$ cat config.mk
export PLATFORM = sky130hd
export DESIGN_NAME = cbm_decode
export DESIGN_NICKNAME = d
export VERILOG_FILES = /design/src/hw/rtl/cbm_pkg.sv /design/src/hw/rtl/cbm_decode.sv
export SDC_FILE = /design/constraint.sdc
export NUM_CORES = 1
export LEC_CHECK = 0
export ABC_AREA = 1
export ABC_CLOCK_PERIOD_IN_PS = 2100
export BUFFER_PORTS_ARGS = -buffer_cell sky130_fd_sc_hd__buf_2
export CORE_MARGIN = 2
export CORE_UTILIZATION = 40
export DETAILED_ROUTE_END_ITERATION = 6
export PLACE_DENSITY_LB_ADDON = 0.25
export SLEW_MARGIN = 30
export SYNTH_ARGS = -nofsm -noshare
export SYNTH_HDL_FRONTEND = slang
export SYNTH_SLANG_ARGS = --single-unit
$ cat constraint.sdc
create_clock -name vclk -period 2.1
set_input_delay 0 -clock vclk [all_inputs]
set_output_delay 0 -clock vclk [all_outputs]
set_load 0.02 [all_outputs]
$ cat src/hw/rtl/cbm_pkg.sv
// Shared types, codes and helpers of the cartridge bank mapper.
// Used by the access decoder, the top level and the testbench files.
`default_nettype none

package cbm_pkg;

  localparam int ROM_ADDR_BITS   = 19;
  localparam int WORK_RAM_BYTES  = 8192;
  localparam int TABLE_RAM_BYTES = 2048;
  localparam int WORK_IDX_BITS   = $clog2(WORK_RAM_BYTES);
  localparam int TABLE_IDX_BITS  = $clog2(TABLE_RAM_BYTES);
  localparam int SIZE_BITS       = 5;
  localparam int CFG_INDEX_BITS  = 1;

  localparam logic [SIZE_BITS-1:0] PRG_LOG2_MIN   = 5'd14;
  localparam logic [SIZE_BITS-1:0] CHR_LOG2_MIN   = 5'd11;
  localparam logic [SIZE_BITS-1:0] SIZE_LOG2_MAX  = 5'd19;
  localparam logic [SIZE_BITS-1:0] SIZE_LOG2_RST  = 5'd17;

  localparam logic [CFG_INDEX_BITS-1:0] CFG_PRG_SIZE = 1'd0;
  localparam logic [CFG_INDEX_BITS-1:0] CFG_CHR_SIZE = 1'd1;

  typedef enum logic [2:0] {
    ACT_RAM_RD   = 3'd0,
    ACT_RAM_WR   = 3'd1,
    ACT_PRG_RD   = 3'd2,
    ACT_REG_WR   = 3'd3,
    ACT_PAT_RD   = 3'd4,
    ACT_TABLE_RD = 3'd5,
    ACT_TABLE_WR = 3'd6
  } action_t;

  typedef enum logic [1:0] {
    SEL_NONE = 2'd0,
    SEL_PRG  = 2'd1,
    SEL_PAT  = 2'd2
  } rom_sel_t;

  // Where the read byte of an access comes from.
  typedef enum logic [1:0] {
    SRC_ZERO  = 2'd0,
    SRC_FF    = 2'd1,
    SRC_WORK  = 2'd2,
    SRC_TABLE = 2'd3
  } src_t;

  typedef enum logic [1:0] {
    MIR_VERTICAL   = 2'd0,
    MIR_HORIZONTAL = 2'd1,
    MIR_SINGLE_LO  = 2'd2,
    MIR_SINGLE_HI  = 2'd3
  } mirror_t;

  typedef struct packed {
    logic [3:0][7:0] pattern;
    logic [1:0][7:0] table_bank;
    logic [3:0]      prog_page;
    mirror_t         mirror;
    logic            work_on;
    logic            rom_tables_on;
  } banks_t;

  typedef struct packed {
    logic                      wr_work;
    logic                      rd_work;
    logic [WORK_IDX_BITS-1:0]  work_idx;
    logic                      wr_table;
    logic                      rd_table;
    logic [TABLE_IDX_BITS-1:0] table_idx;
    src_t                      src;
    rom_sel_t                  sel;
    logic [ROM_ADDR_BITS-1:0]  rom_addr;
  } decision_t;

  // Address mask for a ROM of 2**lg bytes, lg clamped to [lo, 19].
  function automatic logic [ROM_ADDR_BITS-1:0] size_mask(input logic [SIZE_BITS-1:0] lg,
                                                          input logic [SIZE_BITS-1:0] lo);
    logic [SIZE_BITS-1:0] c;
    c = lg;
    if (c < lo) c = lo;
    if (c > SIZE_LOG2_MAX) c = SIZE_LOG2_MAX;
    return {ROM_ADDR_BITS{1'b1}} >> (SIZE_LOG2_MAX - c);
  endfunction

endpackage

`default_nettype wire

$ cat src/hw/rtl/cbm_decode.sv
// Access decoder: turns one bus access and the bank registers into RAM
// strobes, a read source and a translated ROM address. Uses cbm_pkg.
`default_nettype none

module cbm_decode
  import cbm_pkg::*;
(
  input  wire logic [2:0]           action,
  input  wire logic [15:0]          address,
  input  wire banks_t               banks,
  input  wire logic [SIZE_BITS-1:0] prg_size_log2,
  input  wire logic [SIZE_BITS-1:0] chr_size_log2,
  output decision_t                 dec
);

  logic [ROM_ADDR_BITS-1:0]  pmask;
  logic [ROM_ADDR_BITS-1:0]  cmask;
  logic [ROM_ADDR_BITS-1:0]  prg_off;
  logic [TABLE_IDX_BITS-1:0] mirrored;

  assign pmask = size_mask(prg_size_log2, PRG_LOG2_MIN);
  assign cmask = size_mask(chr_size_log2, CHR_LOG2_MIN);

  // The upper fixed window maps to the last 16 KiB bank of the ROM.
  always_comb begin
    case (address[15:14])
      2'b10:   prg_off = {1'b0, banks.prog_page, 14'd0};
      2'b11:   prg_off = {pmask[ROM_ADDR_BITS-1:14], 14'd0};
      default: prg_off = '0;
    endcase
  end

  always_comb begin
    case (banks.mirror)
      MIR_VERTICAL:   mirrored = {address[10], address[9:0]};
      MIR_HORIZONTAL: mirrored = {address[11], address[9:0]};
      MIR_SINGLE_LO:  mirrored = {1'b0, address[9:0]};
      default:        mirrored = {1'b1, address[9:0]};
    endcase
  end

  always_comb begin
    dec           = '0;
    dec.work_idx  = address[WORK_IDX_BITS-1:0];
    dec.table_idx = mirrored;
    dec.src       = SRC_ZERO;
    dec.sel       = SEL_NONE;
    case (action_t'(action))
      ACT_RAM_RD: begin
        dec.rd_work = banks.work_on;
        dec.src     = banks.work_on ? SRC_WORK : SRC_FF;
      end
      ACT_RAM_WR: begin
        dec.wr_work = banks.work_on;
      end
      ACT_PRG_RD: begin
        dec.sel      = SEL_PRG;
        dec.rom_addr = ({5'd0, address[13:0]} | prg_off) & pmask;
      end
      ACT_PAT_RD: begin
        dec.sel      = SEL_PAT;
        dec.rom_addr = ({8'd0, address[10:0]}
                        | {banks.pattern[address[12:11]], 11'd0}) & cmask;
      end
      ACT_TABLE_RD: begin
        if (!banks.rom_tables_on) begin
          dec.rd_table = 1'b1;
          dec.src      = SRC_TABLE;
        end else begin
          dec.sel      = SEL_PAT;
          dec.rom_addr = ({9'd0, mirrored[9:0]}
                          | {1'b0, banks.table_bank[mirrored[10]], 10'd0}) & cmask;
        end
      end
      ACT_TABLE_WR: begin
        dec.wr_table = !banks.rom_tables_on;
      end
      default: begin
      end
    endcase
  end

endmodule

`default_nettype wire

# == Word-level counts from Yosys, hierarchy flattened ==
# Cells that the tools add are included.
# classes
n_lt_le_gt_ge,6
n_shift,2
n_addsub,2
n_reduce_logical,3
eq_ne,9
muxes,20
bitwise_logic,6
# ops
cell,n
$pmux 21 s3,1
$and 19x19->19,2
$pmux 19 s2,1
$shr 19x5->19 const A,2
$pmux 11 s3,1
$mux 8,3
$mux 21,1
$mux 5,4
$and 18x19->19,1
$or 11x19->19,1
$or 14x19->19,1
$or 10x18->18,1
$bmux 8 s2,1
$gt 5x5->1 const B,2
$lt 5x4->1 const B,2
$sub 5x5->5 const A,2
$eq 3x3->1 const B,3
$eq 2x2->1 const B,3
$mux 1,5
$mux 2,2
$pmux 2 s2,1
$eq 3x1->1 const B,1
$eq 3x2->1 const B,1
$logic_not 3->1,1
other kinds (5),5
# word_totals
register_bits,0
word_cells,48
output_inout_bits,51
in_bits,85

# == Logic depth before layout (Yosys ltp) ==
# Gate-level depths: netlist of the first run.
# depth
word_depth,10
ltp_mapped,9
ltp_nobuf,9

# == Least setup slack after synthesis of the first run ==
# Ideal clock, no wire load.
# synth_timing
path_type,input -> output
startpoint,input port chr_size_log2[3]
endpoint,output port dec[9] (netlist bit)
arrival_time_ps,1377
stages,7
required_time_ps,2100
n_path_buf,0
slack_ps,723
path_cell_list,nand2_1 nor2_1 inv_1 ha_1 inv_1 o21ai_0 o21ai_0
# synth_lines
element,line,source
start: declaration,cbm_decode.sv:12,"input wire logic [SIZE_BITS-1:0] chr_size_log2,"
end: declaration,cbm_decode.sv:13,output decision_t dec

==> run metrics, run 1 <==
status completed; hold path depth 2; Avg Vias per Cell 4.67; Clk network pwr share 0; crit share post-route 0.714; Max stage delay cell, worst path ha_1; Routability Congestion 0.921; Synth top area share 0.229; per-cell routed wire length 10.7 um; Gate Count Post-Synth 248; Seq pwr share 0; die width 60.9 um; # port buffers 136; power per cell area 209 mW/mm^2; Place WS 0.614 ns; crit-path max FO 7; number of cell rows 20; HP Class in2out; Setup crit start kind input port; TNS Setup 0 ns; Post-Syn Area 0.00129 sq mm; synth unique cells 33; grt ovf 0; Mean Syn Cell Area 5.22 sq um; Critical Path Start chr_size_log2[2]; pin count of the biggest net entering global routing 21; Final Instance Area 0.00182 sq mm; Layout Cells excl Fill 398; CORE AREA 0.00308 sq mm; Static Leak 1.17 nW; GRT Util Overall 0.219; Hold Vio Cnt, Final 0; Period minus WS final 1.50 ns; Inst Count DP 398; Detailed Place HPWL 3670 um; fin util 0.590; ANT nets after route 0; post-CTS sizing 0; min-delay src address[5]; combinational power share 1.000; Max-Cap Viols 0; fin nets 443; antenna cells 0; CP top delay family buffers and inverters; WHS 0.235 ns; Die H 60.9 um; crit end category output pin; switching pwr 0.233 mW; Max IR drop VDD 0.103 mV; Sw Ratio 0.612; Power, Total 0.380 mW; Stages on worst setup path 11; Setup Buffers After CTS 0; io pins 136; DRT Wirelength 4260 um; Yosys Warn Count 0; clkbuf count 0; WP data required 2.10 ns; Worst Max-Slew Pin Slew 0.425 ns; Hold-fix buffers, CTS 0; maximum clock rate 667 MHz; CP Cell Sequence buf_2, nand2_1, nor2_1, inv_1, ha_1, inv_1, o21ai_0, inv_1, nand2_1, nand2_1, buf_2; initial antenna violation count 0; global-route wire length before repair 6470 um; Reg area 0 sq um; Pre-Repair DR Iteration Count 4; Critical path buffers and inverters 5; leading area contributor after synthesis nand2_1; syn_nets 335; post-synthesis sequential area ratio 0; RSZ-0062 raised after global routing false; critical path class in2out; DR vias 1,857; die area 0.00371 sq mm; Area Growth Syn to Fin 40.2%; Remaining DRCs 0; max-slew violation count 0; largest cells by area after synthesis nand2_1 (23%), buf_4 (14%), nand3_1 (11%); setup violators final 0; Power Internal 0.148 mW; share of cells above drive strength 1 0.435; Initial Util 0.421; Critical Path Max Stage Delay 0.35 ns; setup ws final 0.601 ns; Max transition margin 0.714; DP Area 0.00182 sq mm; Seq cells 0; Worst Path Arrival 1.50 ns; vias in the first global route 1,599; initial drt markers 83
## worst paths after layout
check / to
max: dec[12]
min: dec[41]
## metal layers
layer,routed length [um],track usage,part of all wire
met5,0,0,0
met4,0,0.00932,0
met3,349,0.0192,0.082
met2,2150,0.422,0.50
met1,1760,0.274,0.41
## cells in the mapped netlist
master     count
inv_2          5
nand3_1       29
nand3_2        1
a21oi_1        4
o32ai_1        1
o2111ai_1      3
nand3_4        1
buf_6          1
o22ai_4        1
o21ai_1        1
inv_1         27
nor3_1         2
nor2_8         1
a21boi_1       1
nor2_1        20
o21ai_0       14
nand2_2        2
nand2_4        1
buf_2          1
nand4_1        3
clkbuf_1       3
nor2_2         3
nor4_1         1
nor3_2         1
ha_1           2
nand2_1       79
o21a_1         1
o211ai_1       2
o21ai_4        1
nor3b_2        1
nand3b_1       9
o22ai_1        1
buf_4         25
## power by group through the flow
stage	Clock (mW)	Combinational (mW)	Sequential [mW]
after floorplan	0	0.253	0
after global placement	0	0.378	0
after detailed placement	0	0.381	0
after CTS	0	0.382	0
after global routing	0	0.426	0
final	0	0.380	0
## layout by cell type (no fill, tap or decap), types with 2 or more instances in the layout
cell	Yosys	layout
nand4_1	3	3
o211ai_1	2	2
nor3_1	2	2
nor2_1	20	20
inv_2	5	5
ha_1	2	2
o21ai_0	14	14
buf_2	1	136
nand2_2	2	2
o2111ai_1	3	3
nor2_2	3	3
nand3b_1	9	9
nand3_1	29	29
inv_1	27	27
nand2_1	79	79
a21oi_1	4	4
## kinds of logic (layout without fill, tap and decap cells)
group / Yosys count / in the layout / share of synthesized area
compound gates: 30 / 30 / 0.157
fa+ha+maj: 2 / 2 / 0.0193
buf+inv: 62 / 168 / 0.259
simple gates: 154 / 154 / 0.565
## final cells by class
cell class / instances / area [sq um]
Fill cell: 354 / 1260
Inverter: 32 / 120
Multi-Input combinational cell: 186 / 960
Tap cell: 44 / 55.1
Timing Repair Buffer: 136 / 681
(Power assumes the default switching activity.)
==> inputs of run 2 (changes only) <==
- ABC_CLOCK_PERIOD_IN_PS: 2100 -> 1200
- CORE_UTILIZATION: 40 -> 34
- clock period: 2.1 -> 1.2 ns (I/O delays scaled with it)
==> run metrics, run 2 (same netlist as run 1, synthesis figures left out) <==
Worst Path Arrival 1.13 ns (-0.37 ns); initial drt markers 76 (-8.4%); initial antenna violation count 0 (unchanged); share of cells above drive strength 1 0.475 (+0.0404); die width 65.7 um (+7.9%); multi-input logic area 0.00101 sq mm (+5.2%); maximum clock rate 886 MHz; clkbuf count 0 (unchanged); global-route wire length before repair 6930 um (+7.1%); HP Class in2out; setup ws final 0.0718 ns (-0.530 ns); filler cell count 424 (+20%); grt ovf 0 (unchanged); RSZ-0062 raised after global routing false; critical path class in2out; Seq cells 0 (unchanged); Hold-fix buffers, CTS 0 (unchanged); Critical Path Start chr_size_log2[3]; crit-path max FO 7 (unchanged); commonest non-fill, non-tap cell in the layout buf_2; status completed; ANT nets after route 0 (unchanged); Max transition margin 0.829 (+0.115); Area Growth Syn to Fin 53.3%; power per cell area 366 mW/mm^2 (+75%); Avg Vias per Cell 4.65 (-0.24%); # port buffers 136 (unchanged); DRT Wirelength 4390 um (+3.0%); Initial Util 0.354 (-0.0670); TNS Setup 0 ns (unchanged); per-cell routed wire length 10.6 um (-1.0%); DR vias 1,927 (+3.8%); Die H 65.7 um (+7.9%); pin count of the biggest net entering global routing 17 (-19%); max-slew violation count 0 (unchanged); Setup crit start kind input port; CORE AREA 0.00366 sq mm (+19%); die area 0.00432 sq mm (+16%); Routability Congestion 0.828 (-10%); GRT Util Overall 0.193 (-0.0258); antenna cells 0 (unchanged); Pre-Repair DR Iteration Count 4 (unchanged); Place WS -0.0441 ns (-0.658 ns); Static Leak 1.23 nW (+5.1%); Hold Vio Cnt, Final 0 (unchanged); crit end category output pin; Worst Max-Slew Pin Slew 0.256 ns (-0.169 ns); Reg area 0 sq um (unchanged); Remaining DRCs 0 (unchanged); fin nets 455 (+2.7%); io pins 136 (unchanged); Max-Cap Viols 0 (unchanged); hold path depth 2 (unchanged); vias in the first global route 1,735 (+8.5%); min-delay src address[5]; Max IR drop VDD 0.161 mV (+56%); most frequent cells in the layout buf_2 (128), nand2_1 (79), nand3_1 (29); number of cell rows 22 (+10%); WP data required 1.20 ns (-0.90 ns); crit share post-route 0.940; Period minus WS final 1.13 ns; setup violators final 0 (unchanged); Detailed Place HPWL 3790 um (+3.2%)
## run 2: cell types whose count changed in the layout (fill, tap and decap cells not counted), moves of 2 or more
cell / previous run / this run
o21ai_1: 1 / 3
a21oi_2: 0 / 2
inv_1: 27 / 25
buf_2: 136 / 128
inv_2: 5 / 7
o21ai_2: 0 / 2
buf_4: 0 / 17
o21ai_0: 14 / 11
a21oi_1: 4 / 2
## run 2: worst paths after layout
check and end:
max dec[6], min dec[41]
## run 2: what timing repair did
item	in CTS	in global routing
gates cloned	0	1
setup buffers	0	0
pin swaps	1	0
gates resized for setup	4	13
setup endpoints to repair	3	14
## run 2: through the flow
step           cells  instance area, sq um  utilization  total power [mW]  hold WS (ns)
2_1_floorplan    248                  1300            -             0.446        0.0798
3_3_place_gp     413                  1920        0.525             0.702         0.242
3_5_place_dp     413                  1920        0.525             0.704         0.243
4_1_cts          413                  1940        0.529             0.712         0.243
5_1_grt          414                  1990        0.542             0.810         0.254
6_report         414                  1990        0.542             0.728         0.240
## run 2: final cells by class
class                           count  area share
Timing Repair Buffer              147       0.401
Tap cell                           48      0.0302
Inverter                           32      0.0605
Multi-Input combinational cell    187       0.509
## run 2: worst max-delay path, stage by stage
cell      delay [ns]
buf_2           0.09
nand2_1         0.08
nor2_2          0.11
inv_1           0.09
ha_4            0.27
inv_2           0.07
o21ai_0         0.20
a21boi_2        0.07
buf_4           0.16
## run 2: report_power, final
| group | total (mW) | switching (mW) | leakage (nW) | internal, mW |
|---|---|---|---|---|
| clock network | 0 | 0 | 0 | 0 |
| logic | 0.728 | 0.427 | 1.23 | 0.301 |
| registers | 0 | 0 | 0 | 0 |
| total | 0.728 | 0.427 | 1.23 | 0.301 |
## run 2: routing by layer
metal	GRT usage	up-vias	part of all wire
li1	-	1022	-
met1	0.237	832	0.42
met2	0.376	71	0.50
met3	0.0154	2	0.073
met4	0.0104	0	0.0043
met5	0	-	0
==> inputs of run 3 (changes only) <==
- SETUP_SLACK_MARGIN: default -> 0.1
==> run metrics, run 3 (same netlist as run 1, synthesis figures left out) <==
io pins 136 (unchanged); grt ovf 0 (unchanged); setup violators final 0 (unchanged); WP data required 1.20 ns (about the same); TNS Setup 0 ns (unchanged); Final Instance Area 0.00212 sq mm (+6.7%); vias in the first global route 1,739 (+0.23%); Place WS 0.00865 ns (+0.0527 ns); WHS 0.240 ns (-0.000179 ns); multi-input logic area 0.00107 sq mm (+5.8%); crit-path max FO 5 (-2); per-cell routed wire length 11.1 um (+4.7%); number of cell rows 22 (unchanged); Inst Count DP 412 (-0.24%); filler cell count 406 (-4.2%); clkbuf count 0 (unchanged); die width 65.7 um (unchanged); Pre-Repair DR Iteration Count 4 (unchanged); crit share post-route 0.879 (-0.0608); setup ws final 0.145 ns (+0.0730 ns); Layout Cells excl Fill 417 (+0.72%); Max-Cap Viols 0 (unchanged); CP Cell Sequence buf_8, nand2_4, nor2_4, inv_2, ha_4, buf_6, nor2_2, nand2_2, nand2_2, buf_6; Period minus WS final 1.06 ns (-0.0730 ns); Max IR drop VDD 0.152 mV (-5.6%); GRT Util Overall 0.196 (+0.00321); Max stage delay cell, worst path ha_4; global-route wire length before repair 7040 um (+1.6%); pin count of the biggest net entering global routing 17 (unchanged); Static Leak 1.27 nW (+3.3%); antenna cells 0 (unchanged); maximum clock rate 948 MHz (+6.9%); fin util 0.579 (+0.0366); Max transition margin 0.792 (-0.0373); Routability Congestion 0.814 (-1.8%); # port buffers 136 (unchanged); max-slew violation count 0 (unchanged); Worst Path Arrival 1.06 ns (-0.07 ns); DRT Wirelength 4630 um (+5.5%); Power, Total 0.793 mW (+9.0%); Avg Vias per Cell 4.74 (+1.9%); most frequent cells in the layout buf_2 (126), nand2_1 (75), nand3_1 (28); Worst Max-Slew Pin Slew 0.309 ns (+0.0529 ns); RSZ-0062 raised after global routing true; Critical path buffers and inverters 4 (unchanged); Initial Util 0.354 (unchanged); Die H 65.7 um (unchanged); commonest non-fill, non-tap cell in the layout buf_2; Seq cells 0 (unchanged); Remaining DRCs 0 (unchanged); ANT nets after route 0 (unchanged); Critical Path Max Stage Delay 0.26 ns (about the same); status completed; critical path class in2out; share of cells above drive strength 1 0.509 (+0.0341); CORE AREA 0.00366 sq mm (unchanged); initial drt markers 70 (-7.9%); Area Growth Syn to Fin 63.7%; die area 0.00432 sq mm (unchanged); power per cell area 374 mW/mm^2 (+2.2%); DR vias 1,978 (+2.6%); CP top delay family simple AND/OR/NAND/NOR gates; DP Area 0.00194 sq mm (+0.78%); Hold Vio Cnt, Final 0 (unchanged); initial antenna violation count 0 (unchanged); Detailed Place HPWL 3780 um (-0.21%); HP Class in2out; crit end category output pin; Setup crit start kind input port; Reg area 0 sq um (unchanged); fin nets 458 (+0.66%)
run 3: changes by cell type in the layout (fill, tap and decap cells not counted), sizes merged:
cell	change
clkbuf	-1
o21ai	-1
nand2	+2
buf	+3
run 3: timing repair:
item	CTS	global route
endpoints found under the setup margin	8	14
hold buffers	0	0
hold endpoints to repair	0	0
pin swaps	1	17
gates cloned	0	2
setup buffers	0	3
gates resized for setup	6	43
run 3: final cells by class:
class	count	area share
Tap cell	48	0.0283
Multi-Input combinational cell	188	0.504
Inverter	32	0.0614
Timing Repair Buffer	149	0.406
run 3: worst paths after layout:
check / depth (start not counted) / endpoint / slack [ns] / startpoint
setup / recovery: 10 / dec[16] / 0.14 / chr_size_log2[2]
hold / removal: 2 / dec[28] / 0.24 / address[5]
run 3: power by group:
| part | switching [mW] | leakage (nW) | internal (mW) |
|---|---|---|---|
| registers | 0 | 0 | 0 |
| logic | 0.456 | 1.27 | 0.338 |
| clock network | 0 | 0 | 0 |
| total | 0.456 | 1.27 | 0.338 |
run 3: metal layers:
layer | wire length, um | track usage | part of all wire
met5 | 0 | 0 | 0
met4 | 31 | 0.0182 | 0.0067
met3 | 286 | 0.0188 | 0.062
met2 | 2350 | 0.375 | 0.51
met1 | 1960 | 0.242 | 0.42
